**src/hdl/arlc_pkg.sv**
```systemverilog
package arlc_pkg;

  localparam int unsigned BUFFER_BYTES_DEF = 1024;
  localparam int unsigned PATTERN_COUNT    = 4;
  localparam int unsigned POS_W            = 4;
  localparam logic [POS_W-1:0] POS_MAX     = '1;
  localparam logic [7:0] NEWLINE           = 8'h0A;
  localparam logic [PATTERN_COUNT-1:0] ALL_FLAGS = '1;

  localparam logic OP_BYTE    = 1'b0;
  localparam logic OP_RESTART = 1'b1;

  typedef enum logic [1:0] {
    REPLY_OK    = 2'd0,
    REPLY_ERROR = 2'd1,
    REPLY_BUSY  = 2'd2,
    REPLY_READY = 2'd3
  } reply_t;

  typedef logic [POS_W-1:0] pos_t;
  typedef logic [PATTERN_COUNT-1:0] flags_t;

  typedef struct packed {
    flags_t flags;
    logic   hit;
    reply_t code;
  } match_t;

  localparam pos_t PATTERN_LEN [PATTERN_COUNT] = '{4'd4, 4'd7, 4'd11, 4'd7};

  function automatic logic [7:0] pattern_char(input logic [1:0] k, input pos_t pos);
    logic [7:0] c;
    c = 8'h00;
    case (k)
      2'd0: begin
        case (pos)
          4'd0: c = "O";
          4'd1: c = "K";
          4'd2: c = 8'h0D;
          4'd3: c = 8'h0A;
          default: c = 8'h00;
        endcase
      end
      2'd1: begin
        case (pos)
          4'd0: c = "E";
          4'd1: c = "R";
          4'd2: c = "R";
          4'd3: c = "O";
          4'd4: c = "R";
          4'd5: c = 8'h0D;
          4'd6: c = 8'h0A;
          default: c = 8'h00;
        endcase
      end
      2'd2: begin
        case (pos)
          4'd0: c = "b";
          4'd1: c = "u";
          4'd2: c = "s";
          4'd3: c = "y";
          4'd4: c = " ";
          4'd5: c = "p";
          4'd6: c = ".";
          4'd7: c = ".";
          4'd8: c = ".";
          4'd9: c = 8'h0D;
          4'd10: c = 8'h0A;
          default: c = 8'h00;
        endcase
      end
      default: begin
        case (pos)
          4'd0: c = "r";
          4'd1: c = "e";
          4'd2: c = "a";
          4'd3: c = "d";
          4'd4: c = "y";
          4'd5: c = 8'h0D;
          4'd6: c = 8'h0A;
          default: c = 8'h00;
        endcase
      end
    endcase
    return c;
  endfunction

endpackage

```
**src/hdl/arlc_match.sv**
```systemverilog
module arlc_match
  import arlc_pkg::*;
(
  input  flags_t     flags,
  input  pos_t       pos,
  input  logic [7:0] rx_byte,
  output match_t     result
);

  flags_t next_flags;
  flags_t ends;

  always_comb begin
    for (int k = 0; k < PATTERN_COUNT; k++) begin
      next_flags[k] = flags[k] && (pos < PATTERN_LEN[k]) &&
                      (pattern_char(2'(k), pos) == rx_byte);
      ends[k] = next_flags[k] && ((pos + 4'd1) == PATTERN_LEN[k]);
    end
  end

  always_comb begin
    result.flags = next_flags;
    result.hit   = (rx_byte == NEWLINE) && (ends != '0);
    if (ends[0]) begin
      result.code = REPLY_OK;
    end else if (ends[1]) begin
      result.code = REPLY_ERROR;
    end else if (ends[2]) begin
      result.code = REPLY_BUSY;
    end else begin
      result.code = REPLY_READY;
    end
  end

endmodule

```
**src/hdl/at_response_line_classifier.sv**
```systemverilog
// Recognizes AT modem reply lines ("OK", "ERROR", "busy p...", "ready", each
// ended by CR LF) in a received byte stream, one request per clock while
// in_stall is low. A byte request (opcode 0) is compared against all four
// patterns at once; when a newline closes a line that equals a pattern, one
// reply_code comes out on the next cycle through the output register. A
// restart request (opcode 1) begins a new capture; reset acts as a restart.
// At most BUFFER_BYTES - 1 bytes are taken per capture, later bytes are
// dropped until a restart. in_stall is high only while a result waits in the
// output register and the downstream side stalls.
module at_response_line_classifier
  import arlc_pkg::*;
#(
  parameter int unsigned BUFFER_BYTES = BUFFER_BYTES_DEF
) (
  input  logic       clk,
  input  logic       rst,
  input  logic       in_valid,
  output logic       in_stall,
  input  logic       opcode,
  input  logic [7:0] rx_byte,
  output logic       out_valid,
  input  logic       out_stall,
  output logic [1:0] reply_code
);

  localparam int unsigned CNT_W = $clog2(BUFFER_BYTES);
  localparam logic [CNT_W-1:0] LIMIT = CNT_W'(BUFFER_BYTES - 1);

  logic [CNT_W-1:0] stored_count;
  pos_t             line_position;
  flags_t           candidate_flags;
  match_t           match;
  logic             accept;
  logic             byte_take;

  arlc_match u_match (
    .flags   (candidate_flags),
    .pos     (line_position),
    .rx_byte (rx_byte),
    .result  (match)
  );

  assign in_stall  = out_valid && out_stall;
  assign accept    = in_valid && !in_stall;
  assign byte_take = accept && (opcode == OP_BYTE) && (stored_count != LIMIT);

  always_ff @(posedge clk) begin
    if (rst) begin
      stored_count    <= '0;
      line_position   <= '0;
      candidate_flags <= ALL_FLAGS;
    end else if (accept && (opcode == OP_RESTART)) begin
      stored_count    <= '0;
      line_position   <= '0;
      candidate_flags <= ALL_FLAGS;
    end else if (byte_take) begin
      stored_count <= stored_count + 1'b1;
      if (rx_byte == NEWLINE) begin
        line_position   <= '0;
        candidate_flags <= ALL_FLAGS;
      end else begin
        candidate_flags <= match.flags;
        if (line_position != POS_MAX) begin
          line_position <= line_position + 1'b1;
        end
      end
    end
  end

  always_ff @(posedge clk) begin
    if (rst) begin
      out_valid <= 1'b0;
    end else if (!in_stall) begin
      out_valid <= byte_take && match.hit;
    end
  end

  always_ff @(posedge clk) begin
    if (!in_stall && byte_take && match.hit) begin
      reply_code <= match.code;
    end
  end

endmodule

```
**config.mk**
```make
export PLATFORM = sky130hd
export DESIGN_NAME = at_response_line_classifier
export DESIGN_NICKNAME = d
export VERILOG_FILES = /design/src/hdl/arlc_pkg.sv /design/src/hdl/arlc_match.sv /design/src/hdl/at_response_line_classifier.sv
export SDC_FILE = /design/constraint.sdc
export NUM_CORES = 1
export LEC_CHECK = 0
export BUFFER_PORTS_ARGS = -buffer_cell sky130_fd_sc_hd__buf_4
export CAP_MARGIN = 15
export CORE_UTILIZATION = 54
export DETAILED_ROUTE_END_ITERATION = 8
export PLACE_DENSITY = 0.84
export SLEW_MARGIN = 20
export SYNTH_ARGS = -nofsm -noshare
export SYNTH_HDL_FRONTEND = slang
export SYNTH_SLANG_ARGS = --single-unit
```
**constraint.sdc**
```tcl
create_clock -name clk -period 2.3 [get_ports clk]
set_input_delay 0.115 -clock clk [delete_from_list [all_inputs] [get_ports clk]]
set_output_delay 0.115 -clock clk [all_outputs]
set_load 0.005 [all_outputs]
```
==> metrics.cfg <==
[min_path]
hold_start = rst
hp-class = in -> reg
holdPathStages = 2
hold_path_end = out_valid

[placed_design]
dp_cells = 322
gp_congestion = 0.990
placed_area_mm2 = 0.00232
dp_hpwl_um = 4010
io_buffers = 16

[synthesis]
synth_common_cells = dfxtp_1, nor2_1, nand2_1, xnor2_1, nor3_1
synth_flop_cell = dfxtp_1
seq_area_frac_synth_pct = 28.0
synth_top_area_cell = dfxtp_1
yosysMostFrequentCell = dfxtp_1
ys_ff_latch = 28
syn_area_mm2 = 0.00208
syn_nets = 272
synth_top_area_share_pct = 25.1
synth_cell_types = 61
synth_edf_count = 2
synth_warnings = 0
synth_area_leaders = dfxtp_1, xnor2_1, nor2_1
async_reset_ff_share_pct = 0
syn_area_per_cell_um2 = 8.17
syn_inst = 254

[detailed_routing]
drtPass1Iterations = 4
finalWirelength_um = 5650
drt_iter0_markers = 193
wl_per_cell_um = 17.0
drc = 0
avgViaCountPerCell = 6.25
final_antenna_net_count = 0
num_vias = 2075

[clock_tree]
cts_sinks = 28
h-tree-depth = 1
clk_latency_ns = 0.27
cts_buffer_depth = 2
cts_tree = done
numCtsBuffers = 3
hold_buffers = 0
cts-root-buf = clkbuf_8
clk_pin_slew_ns = 0.09

[power_and_ir_drop]
power_density_mw_per_mm2 = 387
leakage_nw = 0.977
pwr-share-seq_pct = 51.7
internal_power_mw = 0.716
p_comb_share_pct = 21.5
total_power_mw = 0.980
p_sw_share_pct = 27.0
peakVddDrop_uv = 330
net-switching-power_mw = 0.265
clkPwrFrac_pct = 26.8

[global_routing]
grt_pass1_vias = 1949
grt_use_total_pct = 28.1
grt-ovfl-total = 0
grt_pass1_wl_um = 8940
grt_start_max_net_pins = 16
antenna_found_initial = 0

[worst_setup_path]
crit_type = reg -> reg
reg2reg_from = line_position[1]
r2r_slack_ns = 0.02
rr_worst_depth = 8
rr_endpoint = reply_code[1]
crit_fanout = 7
cp-start-kind = flip-flop
crit_required_ns = 2.29
worst_setup_path_end_kind = flip-flop
crit_start = line_position[1]
arrival_ns = 2.27

[final_layout]
n_antenna_cell = 0
drive_above_1_share_pct = 27.1
syn2layout_area_growth_pct = 21.9
multiInputGateArea_mm2 = 0.00145
ff_latch_area_um2 = 588
instances_no_fill = 332
fill_cells = 307
fin_nets = 303
finalInstanceArea_mm2 = 0.00253

[timing]
tightest_slew_ns = 0.465
setup-tns-final_ns = 0
relSlewSlack_pct = 68.7
finClkSkew_ns = 0.00342
timing.hold.ws_ns = 0.0938
fin_crit_ns = 2.28
slew_viol_final = 0
clock.fmax_mhz = 438
hold_viol = 0
fin_crit_sh_pct = 99.3
rsz0062_at_grt = yes
finalSetupViolCount = 0

[die]
core_mm2 = 0.00366
die_w_um = 64
ios = 17
die_h_um = 64
initial_core_util_pct = 56.7
dieArea_mm2 = 0.00410
row_count = 22

[outcome]
status = completed

[job]
drv_cap = 0

critical path, cell delays in order (launching register included):
cell	delay [ns]
dfxtp_4	0.37
buf_6	0.12
ha_4	0.17
buf_6	0.13
or3_1	0.32
a21oi_2	0.16
o211ai_2	0.12
nor4_2	0.33
o41a_1	0.25
layer usage:
layer | wire length, µm | share of wire (%) | vias up | global-route usage, %
li1 | - | - | 992 | -
met1 | 2270 | 40 | 974 | 35.0
met2 | 2870 | 51 | 92 | 47.7
met3 | 361 | 6.4 | 17 | 4.29
met4 | 145 | 2.6 | 0 | 12.2
met5 | 0 | 0 | - | 0
power by group through the flow:
stage	Clock, mW	Sequential [mW]	Combinational, mW
after floorplan	0	0.517	0.129
after global placement	0	0.518	0.183
after detailed placement	0	0.519	0.185
final	0.263	0.507	0.210
after CTS	0.269	0.507	0.189
after global routing	0.292	0.508	0.226
cell type report:
cell class,instances,area share (%)
clock buffers,3,1.63
well taps,48,2.37
flip-flops and latches,28,23.2
repair buffers,47,14.5
multi-input cells,199,57.1
inverters,6,0.989
clock inverters,1,0.148
how the worst max path moves through the flow:
stage / depth (start not counted) / slack [ns] / end
after floorplan: 8 / 0.04 / reply_code[0]
after global placement: 8 / 0.01 / reply_code[0]
after detailed placement: 7 / -0.09 / reply_code[1]
after CTS: 6 / 0.01 / reply_code[1]
after global routing: 7 / -0.05 / reply_code[1]
final: 8 / 0.02 / reply_code[1]
repair_timing:
| item | CTS | global route |
|---|---|---|
| pin swaps | 5 | 10 |
| resized for setup | 12 | 19 |
| setup buffers | 1 | 5 |
| endpoints found under the setup margin | 2 | 8 |
per-stage QoR:
step           utilization, %  worst slack, ns
2_1_floorplan               -           0.0437
3_3_place_gp             63.4           0.0104
3_5_place_dp             63.4          -0.0869
4_1_cts                  66.1           0.0124
5_1_grt                  69.1          -0.0506
6_report                 69.1           0.0164
placed cells by master (no fill, tap or decap), types with 4 or more instances in the layout:
cell type / synthesis / layout
nor3_1: 15 / 13
buf_4: 4 / 43
xnor2_1: 16 / 16
inv_1: 6 / 4
nor2_1: 25 / 23
xor2_1: 8 / 8
dfxtp_1: 26 / 24
o211ai_1: 6 / 6
nand3_1: 11 / 11
nand2_1: 16 / 16
buf_6: 2 / 4
o21ai_0: 8 / 7
a21oi_1: 8 / 6
or3_1: 6 / 6
and3_1: 4 / 4
and2_1: 7 / 7
cell families after synthesis:
| kind of cell | share of synthesized area [%] |
|---|---|
| and+or+nand+nor | 29.5 |
| muxes | 1.99 |
| DFF | 28.0 |
| AOI/OAI and AO/OA | 20.4 |
| buffers and inverters | 7.05 |
| xor gates and xnor gates | 10.1 |
| adders and majority gates | 3.01 |
Power figures use the tool's default switching activity.
